### src/mcsc_pkg.sv
package mcsc_pkg;

  localparam int unsigned RUN_W  = 15;
  localparam int unsigned RES_W  = 20;
  localparam int unsigned PROD_W = RUN_W + RES_W;
  localparam int unsigned REM_W  = 62;
  localparam int unsigned DIV_W  = 59;
  localparam int unsigned QUO_W  = 10;
  localparam int unsigned NCELL  = QUO_W;
  localparam int unsigned GS_W   = 8;
  localparam int unsigned SC_W   = 5;
  localparam int unsigned SV_W   = 9;
  localparam int unsigned WORD_W = 20;

  // sqrt2 / 0.325 V at 24 fractional bits
  localparam logic [26:0] SQ2_VREF_Q24 = 27'd73004820;
  localparam logic [DIV_W-1:0] GS_DIV  = DIV_W'(64'd65536000000000);
  localparam logic [REM_W-1:0] GS_HALF = REM_W'(64'd32768000000000);
  localparam logic [DIV_W-1:0] CS_UNIT = DIV_W'(64'd2048000000000);
  localparam logic [SV_W-1:0]  GS_MIN  = SV_W'(32);
  localparam logic [SV_W-1:0]  GS_FULL = SV_W'(256);
  localparam logic [QUO_W-1:0] SC_SAT  = QUO_W'(33);
  localparam logic [SC_W-1:0]  SC_MAX  = SC_W'(31);
  localparam logic [3:0]       HOLD_DELAY = 4'd6;

  typedef struct packed {
    logic [REM_W-1:0] rem;
    logic [DIV_W-1:0] dv;
    logic [QUO_W-1:0] quo;
  } lane_t;

endpackage

### src/mcsc_div_cell.sv
module mcsc_div_cell #(
  parameter int unsigned SHIFT = 0
) (
  input  logic            clk_i,
  input  logic            en_i,
  input  mcsc_pkg::lane_t lane_i,
  output mcsc_pkg::lane_t lane_o
);
  import mcsc_pkg::*;

  localparam int unsigned CMP_W = DIV_W + QUO_W;

  logic [CMP_W-1:0] trial;
  logic [CMP_W-1:0] rem_x;
  logic             ge;
  lane_t            lane_d, lane_q;

  always_comb begin
    trial  = CMP_W'(lane_i.dv) << SHIFT;
    rem_x  = CMP_W'(lane_i.rem);
    ge     = rem_x >= trial;
    lane_d = lane_i;
    if (ge) begin
      lane_d.rem = REM_W'(rem_x - trial);
      lane_d.quo = lane_i.quo | (QUO_W'(1) << SHIFT);
    end
  end

  always_ff @(posedge clk_i) begin
    if (en_i) begin
      lane_q <= lane_d;
    end
  end

  assign lane_o = lane_q;

endmodule

### config.mk
export PLATFORM = sky130hd
export DESIGN_NAME = mcsc_div_cell
export DESIGN_NICKNAME = d
export VERILOG_FILES = /design/src/mcsc_pkg.sv /design/src/mcsc_div_cell.sv
export SDC_FILE = /design/constraint.sdc
export NUM_CORES = 1
export LEC_CHECK = 0
export BUFFER_PORTS_ARGS = -buffer_cell sky130_fd_sc_hd__buf_2
export CAP_MARGIN = 10
export CELL_PAD_IN_SITES_DETAIL_PLACEMENT = 0
export CELL_PAD_IN_SITES_GLOBAL_PLACEMENT = 1
export CORE_MARGIN = 1
export CORE_UTILIZATION = 36
export DETAILED_ROUTE_END_ITERATION = 7
export PLACE_DENSITY_LB_ADDON = 0.1
export SETUP_SLACK_MARGIN = 0.3
export SKIP_CTS_REPAIR_TIMING = 1
export SYNTH_ARGS = -nofsm -noshare
export SYNTH_HDL_FRONTEND = slang
export SYNTH_SLANG_ARGS = --single-unit
### constraint.sdc
create_clock -name clk_i -period 3.25 [get_ports clk_i]
set_clock_uncertainty 0.05 [all_clocks]
set_input_delay 0.4875 -clock clk_i [delete_from_list [all_inputs] [get_ports clk_i]]
set_output_delay 0.4875 -clock clk_i [all_outputs]
set_load 0.005 [all_outputs]
==> summary.txt, run 1 <==
Pwr
  – Worst VDD drop: 0.000322 V
  – Total power: 5.83 mW
  – LEAKAGE: 5.93 nW
  – Power Dens Cells: 447 nW/um2

Logic synthesis
  – Yosys cell types: 56
  – Sequential share of the synthesized area: 46.6%
  – Yosys reg bits: 131
  – Netlist Area Pre-Place: 8440 um2
  – Main flop type after synthesis: edfxtp_1
  – Async SR Flop Fraction: 0%
  – Mapped Nets: 1030
  – Number of synthesized flops with an enable pin: 131
  – Synth Instances: 837
  – Avg Inst Size Synth: 10.1 um2
  – Yosys warnings: 0

GRT
  – Number of global-route vias before repair: 7799
  – Initial antenna violation count: 1
  – Tot GR Track Use: 20.9%
  – Pin count of the biggest net entering global routing: 65
  – First-pass GRT wire length: 39200 um
  – Total gr overflow: 0

Placement
  – GPL Wtd Cong: 0.873
  – Dpl cells: 1555
  – I/O Buffers: 263
  – Dpl hpwl: 20100 um

Layout
  – Most frequent cells in the layout: buf_2, buf_4, edfxtp_1
  – Post-Layout Cell Count: 1610
  – Share of layout cells above drive strength 1: 47.9%
  – Nets@finish: 1477
  – Largest register FFs: 131
  – Layout area overhead: 54.5%
  – N_diodes: 0
  – Fill cell count: 2056
  – Commonest non-fill, non-tap cell in the layout: buf_2

Die
  – Rows: 55
  – Die span in x: 155 um
  – Full die area: 24100 um2
  – Die height: 155 um
  – Ports: 264
  – CORE AREA: 22800 um2
  – Initial Utilization: 36.9%

Job
  – Max Cap Viol: 0

STA
  – Worst Tran Pin Value: 629 ps
  – # setup viols final: 0
  – Final Hold Violating Endpoints: 0
  – Period utilisation layout: 98.7%
  – Tmin final: 3210 ps
  – RSZ-0062 raised after global routing: yes
  – Min Hold Slack: 178 ps
  – Max Fclk: 312 MHz
  – Max Slew Vio Count: 0
  – Worst slew margin: 58.1%

Routing
  – Routed WL per cell: 16.5 um
  – Pre-antenna DRT Iters: 6
  – Post-route ant nets: 0
  – Vias: 7879
  – DRC: 0
  – DR iter-0 viols: 316
  – Final WL: 26500 um
  – Vias per cell: 4.89

CTS
  – Total CTS buffers: 17
  – CTS tree: done
  – H-tree depth: 4
  – Longest Clk Path Bufs: 2
  – Clock Sinks: 131
  – Clock slew at reported path FFs: 70 ps
  – CTS Root Cell: clkbuf_16

Setup path
  – Worst endpoint data arrival time: 3340 ps
  – Crit-path max FO: 5
  – Crit start category: input port
  – Crit path required time: 3380 ps
  – Crit Path Category: input port to flip-flop
  – Crit. End Element: flip-flop

Min path
  – Hold path cells: 1
  – Worst Hold Class: input port to flip-flop

Outcome
  – Outcome: complete, no violations
worst max-delay path: stages:
cell and delay, ps:
buf_4 120, inv_4 70, ha_4 200, nor2b_2 150
o31a_1 260, o2111ai_2 210, a21oi_2 90, o31a_1 260
a221o_1 340, a21o_1 210, a211o_4 420, clkbuf_16 200
mux2_4 290
layer usage:
metal / up-vias / track usage (%) / part of all wire, %
met5: - / 0 / 0.045
met4: 2 / 6.60 / 1.4
met3: 27 / 3.98 / 4.4
met2: 213 / 35.4 / 48
met1: 3676 / 26.9 / 46
li1: 3961 / - / -
stage by stage:
stage / TNS [ps] / util, % / area, um2 / setup slack, ps
floorplan: -2010 / - / 8550 / -70.3
global placement: -18030 / 50.1 / 11500 / -376
finish: 0 / 57.1 / 13000 / 41.1
detailed placement: -22270 / 50.1 / 11500 / -440
CTS: -9.17 / 52.6 / 12000 / -9.17
global route: -671 / 57.1 / 13000 / -65.1
cell type report:
class | count | area (um2) | share of cell area, %
Inverter | 74 | 285 | 2.19
Clock buffer | 17 | 425 | 3.26
Timing Repair Buffer | 462 | 3110 | 23.9
Clock inverter | 15 | 133 | 1.02
Tap cell | 313 | 392 | 3.00
Multi-Input combinational cell | 598 | 4760 | 36.5
Sequential cell | 131 | 3930 | 30.2
final timing paths:
kind,start,to,slack (ps)
worst max-delay path,lane_i[12],lane_o[102],40
worst min-delay path,lane_i[5],lane_o[5],180
cell usage after synthesis, types with 10 or more instances:
| library cell | number | area share (%) |
|---|---|---|
| a21o_1 | 34 | 3.0 |
| a21oi_1 | 122 | 7.2 |
| clkbuf_1 | 23 | 1.0 |
| edfxtp_1 | 131 | 47 |
| ha_1 | 59 | 8.7 |
| inv_1 | 74 | 3.3 |
| mux2_4 | 10 | 1.8 |
| nand2_1 | 47 | 2.1 |
| nand3_1 | 16 | 0.95 |
| nand4_1 | 16 | 1.2 |
| nor2_1 | 80 | 3.6 |
| o21ai_0 | 29 | 1.7 |
| o21bai_1 | 16 | 1.4 |
| xnor2_1 | 37 | 3.8 |
| xor2_1 | 20 | 2.1 |
cell families after synthesis:
kind of cell	synth area share, %
compound gates	18.9
simple gates	11.9
buf+inv	5.54
fa+ha+maj	8.98
mux	2.13
xor+xnor	5.92
flops	46.6
power breakdown:
| part | leakage [nW] | internal (mW) | switching, mW |
|---|---|---|---|
| registers | 1.28 | 2.12 | 0.0500 |
| clock network | 0.260 | 1.01 | 0.863 |
| logic | 4.39 | 0.900 | 0.888 |
| total | 5.93 | 4.03 | 1.80 |
Note: power is estimated with default switching activity, not from simulation.
==> inputs of run 2 (changes only) <==
--- a/config.mk
+++ b/config.mk
@@ -10,7 +10,7 @@
 export CELL_PAD_IN_SITES_DETAIL_PLACEMENT = 0
 export CELL_PAD_IN_SITES_GLOBAL_PLACEMENT = 1
 export CORE_MARGIN = 1
-export CORE_UTILIZATION = 36
+export CORE_UTILIZATION = 39
 export DETAILED_ROUTE_END_ITERATION = 7
 export PLACE_DENSITY_LB_ADDON = 0.1
 export SETUP_SLACK_MARGIN = 0.3
==> constraint.sdc (replaced) <==
create_clock -name clk_i -period 3.05 [get_ports clk_i]
set_clock_uncertainty 0.05 [all_clocks]
set_input_delay 0.305 -clock clk_i [delete_from_list [all_inputs] [get_ports clk_i]]
set_output_delay 0.305 -clock clk_i [all_outputs]
set_load 0.005 [all_outputs]
==> run 2 against run 1 <==
Die area is 7.6% lower. Final cell count is 3.3% lower. Final area is 4.1% lower. Total power is 8.2% higher. Largest power group unchanged. Non-clock buffer count is 15 lower. Utilization is 2.2 points higher. Critical path type unchanged. Sequential cell count stayed put. Worst hold slack worse by 170 ps. Critical path depth is 3 higher. First-iteration DRC count is 8.9% lower.
==> summary.txt, run 2 (synthesized netlist as in run 1, its figures left out) <==
Setup path
  – Worst endpoint data arrival time: 3170 ps (-170 ps)
  – Highest-delay cell along the critical path: a211o_4
  – Slowest stage delay, CP: 410 ps (about the same)
  – Most Frequent Cell on Critical Path: o31a_1
  – Crit Path Category: input port to flip-flop
  – Crit start category: input port
  – Crit path required time: 3170 ps (-210 ps)
  – Worst path cell trace: buf_8 > clkinv_4 > ha_4 > fa_2 > nor2b_2 > o31a_1 > o2111ai_2 > a21oi_2 > o31a_1 > a221o_1 > a21o_1 > a211o_4 > buf_4 > clkbuf_16 > nor2_1 > a21oi_1
  – Crit. End Element: flip-flop
  – Crit-path max FO: 12 (+7)

CTS
  – CTS Root Cell: clkbuf_16
  – Total CTS buffers: 17 (unchanged)
  – Clock slew at reported path FFs: 70 ps (about the same)
  – CTS tree: done
  – Clock Sinks: 131 (unchanged)
  – Longest Clk Path Bufs: 2 (unchanged)
  – H-tree depth: 4 (unchanged)

Min path
  – HP Start: lane_i[22]
  – Hold endpoint: lane_o[22]
  – Worst Hold Class: input port to flip-flop
  – Hold path cells: 1 (unchanged)

STA
  – Min Hold Slack: 9.23 ps (-169 ps)
  – Tmin final: 3040 ps
  – RSZ-0062 raised after global routing: yes
  – # setup viols final: 0 (unchanged)
  – Worst slew margin: 64.4% (+6.4 points)
  – Period utilisation layout: 99.8%
  – Final Hold Violating Endpoints: 0 (unchanged)
  – Worst Tran Pin Value: 533 ps (-95.3 ps)
  – Worst setup margin: 6.87 ps (-34.3 ps)
  – Max Fclk: 329 MHz
  – Max Slew Vio Count: 0 (unchanged)

Layout
  – Nets@finish: 1461 (-1.1%)
  – Commonest non-fill, non-tap cell in the layout: buf_2
  – Most frequent cells in the layout: buf_2, buf_4, edfxtp_1
  – Final Util: 59.3% (+2.2 points)
  – Register area: 3930 um2 (unchanged)
  – Share of layout cells above drive strength 1: 43.1% (-4.8 points)
  – Multi-input logic area: 4430 um2 (-7.0%)
  – Largest register FFs: 131 (unchanged)
  – Layout area overhead: 48.1%
  – Fill cell count: 1928 (-6.2%)

Routing
  – Pre-antenna DRT Iters: 5 (-1)
  – Vias per cell: 5.03 (+2.8%)
  – DRC: 0 (unchanged)
  – DR iter-0 viols: 288 (-8.9%)
  – Vias: 7830 (-0.62%)
  – Final WL: 25500 um (-3.9%)
  – Post-route ant nets: 0 (unchanged)
  – Routed WL per cell: 16.4 um (-0.67%)

Placement
  – Dpl hpwl: 19800 um (-1.2%)
  – GPL Wtd Cong: 0.861 (-1.4%)
  – DP Worst Slack: -465 ps (-24.8 ps)
  – I/O Buffers: 263 (unchanged)

Die
  – Die height: 149 um (-3.9%)
  – Full die area: 22200 um2 (-7.6%)
  – CORE AREA: 21100 um2 (-7.7%)
  – Initial Utilization: 40.0% (+3.1 points)
  – Rows: 53 (-3.6%)
  – Ports: 264 (unchanged)
  – Die span in x: 149 um (-3.9%)

GRT
  – Total gr overflow: 0 (unchanged)
  – Initial antenna violation count: 0 (-1)
  – Tot GR Track Use: 22.2% (+1.3 points)
  – First-pass GRT wire length: 38300 um (-2.3%)
  – Number of global-route vias before repair: 7791 (-0.10%)
  – Pin count of the biggest net entering global routing: 57 (-12%)

Pwr
  – LEAKAGE: 5.80 nW (-2.2%)
  – Total power: 6.31 mW (+8.2%)
  – Power Dens Cells: 505 nW/um2 (+13%)
  – Worst VDD drop: 0.000368 V (+14%)

Job
  – Max Cap Viol: 0 (unchanged)

Outcome
  – Outcome: complete, no violations
-- run 2: changes by cell type in the layout (fill, tap and decap cells not counted), sizes merged, moves of 2 or more --
| cell | before | now |
|---|---|---|
| buf | 456 | 435 |
| clkinv | 1 | 3 |
| bufinv | 0 | 2 |
| dlygate4sd3 | 0 | 8 |
| clkinvlp | 5 | 2 |
| clkbuf | 23 | 21 |
-- run 2: layout make-up --
cell class	instances	share of cell area, %
inverters	74	2.26
multi-input cells	597	35.4
flip-flops and latches	131	31.5
repair buffers	447	23.2
clock inverters	15	1.49
well taps	275	2.75
diodes	1	0.0200
clock buffers	17	3.40
-- run 2: critical path, delay by kind of cell --
family,cells,cell delay (ps)
simple gates,2,190
fa+ha+maj,2,350
buf+inv,4,480
compound gates,8,1840
-- run 2: worst max path at each step --
stage	start	end	cells after the start
6_report	lane_i[69]	lane_o[75]	16
5_1_grt	lane_i[69]	lane_o[75]	16
4_1_cts	lane_i[11]	lane_o[128]	16
3_5_place_dp	lane_i[11]	lane_o[128]	16
3_3_place_gp	lane_i[11]	lane_o[130]	16
2_1_floorplan	lane_i[12]	lane_o[102]	12
-- run 2: per-stage QoR --
stage | setup TNS (ps) | instance area [um2] | std cells
6_report | 0 | 12500 | 1557
5_1_grt | -79.7 | 12500 | 1556
4_1_cts | -51.5 | 12000 | 1541
3_5_place_dp | -22810 | 11400 | 1509
3_3_place_gp | -19810 | 11400 | 1509
2_1_floorplan | -2940 | 8550 | 837
-- run 2: power by group --
| group | total, mW | internal [mW] | switching [mW] |
|---|---|---|---|
| logic | 1.80 | 0.911 | 0.892 |
| clock network | 2.19 | 1.24 | 0.942 |
| registers | 2.31 | 2.26 | 0.0555 |
-- run 2: routing by layer --
metal  vias to the layer above  routed length [um]  global-route usage (%)
met1                      3659               11300                    28.8
met2                       226               12400                    37.9
met5                         -                   0                       0
met3                        23                1360                    3.49
met4                         0                 412                    6.79
li1                       3922                   -                       -
==> inputs of run 3 (changes only) <==
--- a/config.mk
+++ b/config.mk
@@ -13,6 +13,7 @@
 export CORE_UTILIZATION = 39
 export DETAILED_ROUTE_END_ITERATION = 7
 export PLACE_DENSITY_LB_ADDON = 0.1
+export REMOVE_ABC_BUFFERS = 1
 export SETUP_SLACK_MARGIN = 0.3
 export SKIP_CTS_REPAIR_TIMING = 1
 export SYNTH_ARGS = -nofsm -noshare
==> run 3 against run 2 <==
The flow now finishes with violations (setup timing). Worst hold slack better by 4.6 ps. Critical path depth down 3. Via count up 2.3%. Final cell count up 0.96%. Total power down 1.1%. Sequential power about the same. Non-clock buffer count up 15. Global-route usage up 0.24 points. Sequential share of layout area down 0.86 points. Final area up 2.8%. Maximum frequency down 2.0%. Die area unchanged. Largest cell class unchanged.
==> summary.txt, run 3 (synthesized netlist as in run 1, its figures left out) <==
Outcome
  – Outcome: finished with violations
  – Failing checks: setup timing

Setup path
  – Worst endpoint data arrival time: 3220 ps (+50 ps)
  – Crit path required time: 3170 ps (about the same)
  – Most Frequent Cell on Critical Path: o31a_1
  – Crit. End Element: flip-flop
  – Highest-delay cell along the critical path: a211o_4
  – Crit-path max FO: 7 (-5)
  – Crit start category: input port
  – Slowest stage delay, CP: 420 ps (about the same)
  – Worst path cell trace: buf_6 > inv_1 > ha_4 > nor2b_4 > o31a_1 > o2111ai_2 > a21oi_2 > o31a_1 > a221o_1 > a21o_1 > a211o_4 > clkbuf_16 > mux2_4
  – Crit Path Category: input port to flip-flop

Placement
  – I/O Buffers: 263 (unchanged)
  – GPL Wtd Cong: 0.821 (-4.6%)
  – Placed Area: 11200 um2 (-0.97%)
  – Dpl hpwl: 19500 um (-1.6%)

Die
  – Initial Utilization: 40.0% (unchanged)
  – CORE AREA: 21100 um2 (unchanged)
  – Rows: 53 (unchanged)
  – Die span in x: 149 um (unchanged)
  – Ports: 264 (unchanged)
  – Die height: 149 um (unchanged)
  – Full die area: 22200 um2 (unchanged)

GRT
  – First-pass GRT wire length: 38800 um (+1.2%)
  – Total gr overflow: 0 (unchanged)
  – Pin count of the biggest net entering global routing: 63 (+11%)
  – Tot GR Track Use: 22.4% (+0.24 points)
  – Initial antenna violation count: 1 (+1)
  – Number of global-route vias before repair: 7666 (-1.6%)

CTS
  – Longest Clk Path Bufs: 2 (unchanged)
  – Clock slew at reported path FFs: 60 ps (about the same)
  – Total CTS buffers: 17 (unchanged)
  – CTS tree: done
  – H-tree depth: 4 (unchanged)
  – Clock Sinks: 131 (unchanged)
  – CTS Root Cell: clkbuf_16

Routing
  – Vias per cell: 5.10 (+1.4%)
  – Post-route ant nets: 0 (unchanged)
  – DRC: 0 (unchanged)
  – Pre-antenna DRT Iters: 5 (unchanged)
  – Final WL: 26300 um (+3.1%)
  – DR iter-0 viols: 493 (+71%)
  – Routed WL per cell: 16.7 um (+2.1%)
  – Vias: 8014 (+2.3%)

Layout
  – Most frequent cells in the layout: buf_2, buf_4, edfxtp_1
  – Share of layout cells above drive strength 1: 45.8% (+2.7 points)
  – Nets@finish: 1476 (+1.0%)
  – Largest register FFs: 131 (unchanged)
  – Commonest non-fill, non-tap cell in the layout: buf_2
  – Layout area overhead: 52.2%
  – Post-route cell area: 12800 um2 (+2.8%)
  – Fill cell count: 1899 (-1.5%)

STA
  – Min Hold Slack: 13.8 ps (+4.61 ps)
  – Worst setup margin: -54.0 ps (-60.8 ps)
  – RSZ-0062 raised after global routing: yes
  – Max Fclk: 322 MHz (-2.0%)
  – Worst Tran Pin Value: 629 ps (+95.7 ps)
  – Period utilisation layout: 102% (+2.0 points)
  – Tmin final: 3100 ps (+60.8 ps)
  – Setup_tns: -672 ps (-672 ps)
  – # setup viols final: 35 (+35)
  – Final Hold Violating Endpoints: 0 (unchanged)
  – Worst slew margin: 58.1% (-6.4 points)
  – Max Slew Vio Count: 0 (unchanged)

Pwr
  – LEAKAGE: 5.94 nW (+2.5%)
  – Total power: 6.24 mW (-1.1%)
  – Worst VDD drop: 0.000409 V (+11%)
  – Power Dens Cells: 486 nW/um2 (-3.7%)

Min path
  – Worst Hold Class: input port to flip-flop

Job
  – Max Cap Viol: 0 (unchanged)
==> run 3: cell count changes in the layout (fill, tap and decap cells not counted), moves of 3 or more <==
cell	delta
clkbuf_16	+5
nor2_4	+30
buf_8	+4
ha_1	+8
ha_4	-8
buf_6	+5
a21oi_2	+15
a21oi_1	-15
inv_6	-3
nor2_2	-5
nor2_1	-25
==> run 3: worst paths after layout <==
path,startpoint,end,slack (ps),cells past startpoint
min,lane_i[7],lane_o[7],10,1
max,lane_i[12],lane_o[84],-50,13
==> run 3: area by class of cell <==
type	instances	area, um2	share of cell area (%)
multi-input combinational	597	4540	35.3
inverter	74	283	2.20
antenna	1	2.50	0.0195
tap	275	344	2.68
timing repair buffer	462	3160	24.6
clock buffer	18	429	3.34
clock inverter	14	155	1.21
sequential	131	3930	30.6
==> run 3: through the flow <==
stage | utilization (%) | std cells | worst slack [ps]
after CTS | 56.1 | 1543 | -79.4
after global placement | 53.3 | 1511 | -446
final | 60.9 | 1572 | -54.0
after floorplan | - | 802 | -1790
after detailed placement | 53.3 | 1511 | -527
after global routing | 60.9 | 1571 | -124
==> run 3: worst max-delay path, delay by kind of cell <==
family,cells,cell delay (ps)
AO/OA/AOI/OAI,7,1880
buffers and inverters,3,390
multiplexers,1,290
adder cells (fa/ha/maj),1,220
AND/OR/NAND/NOR,1,120
==> run 3: power breakdown <==
part,internal (mW),switching [mW],total (mW)
sequential,2.26,0.0536,2.31
clock,1.21,0.850,2.06
combinational,0.938,0.922,1.86
total,4.41,1.83,6.24
==> run 3: layer usage <==
metal  global-route usage [%]  share of wire [%]
met1                     31.2                 47
met2                     35.7                 47
met3                     4.16                5.4
met4                     5.97               0.89
met5                        0              0.046
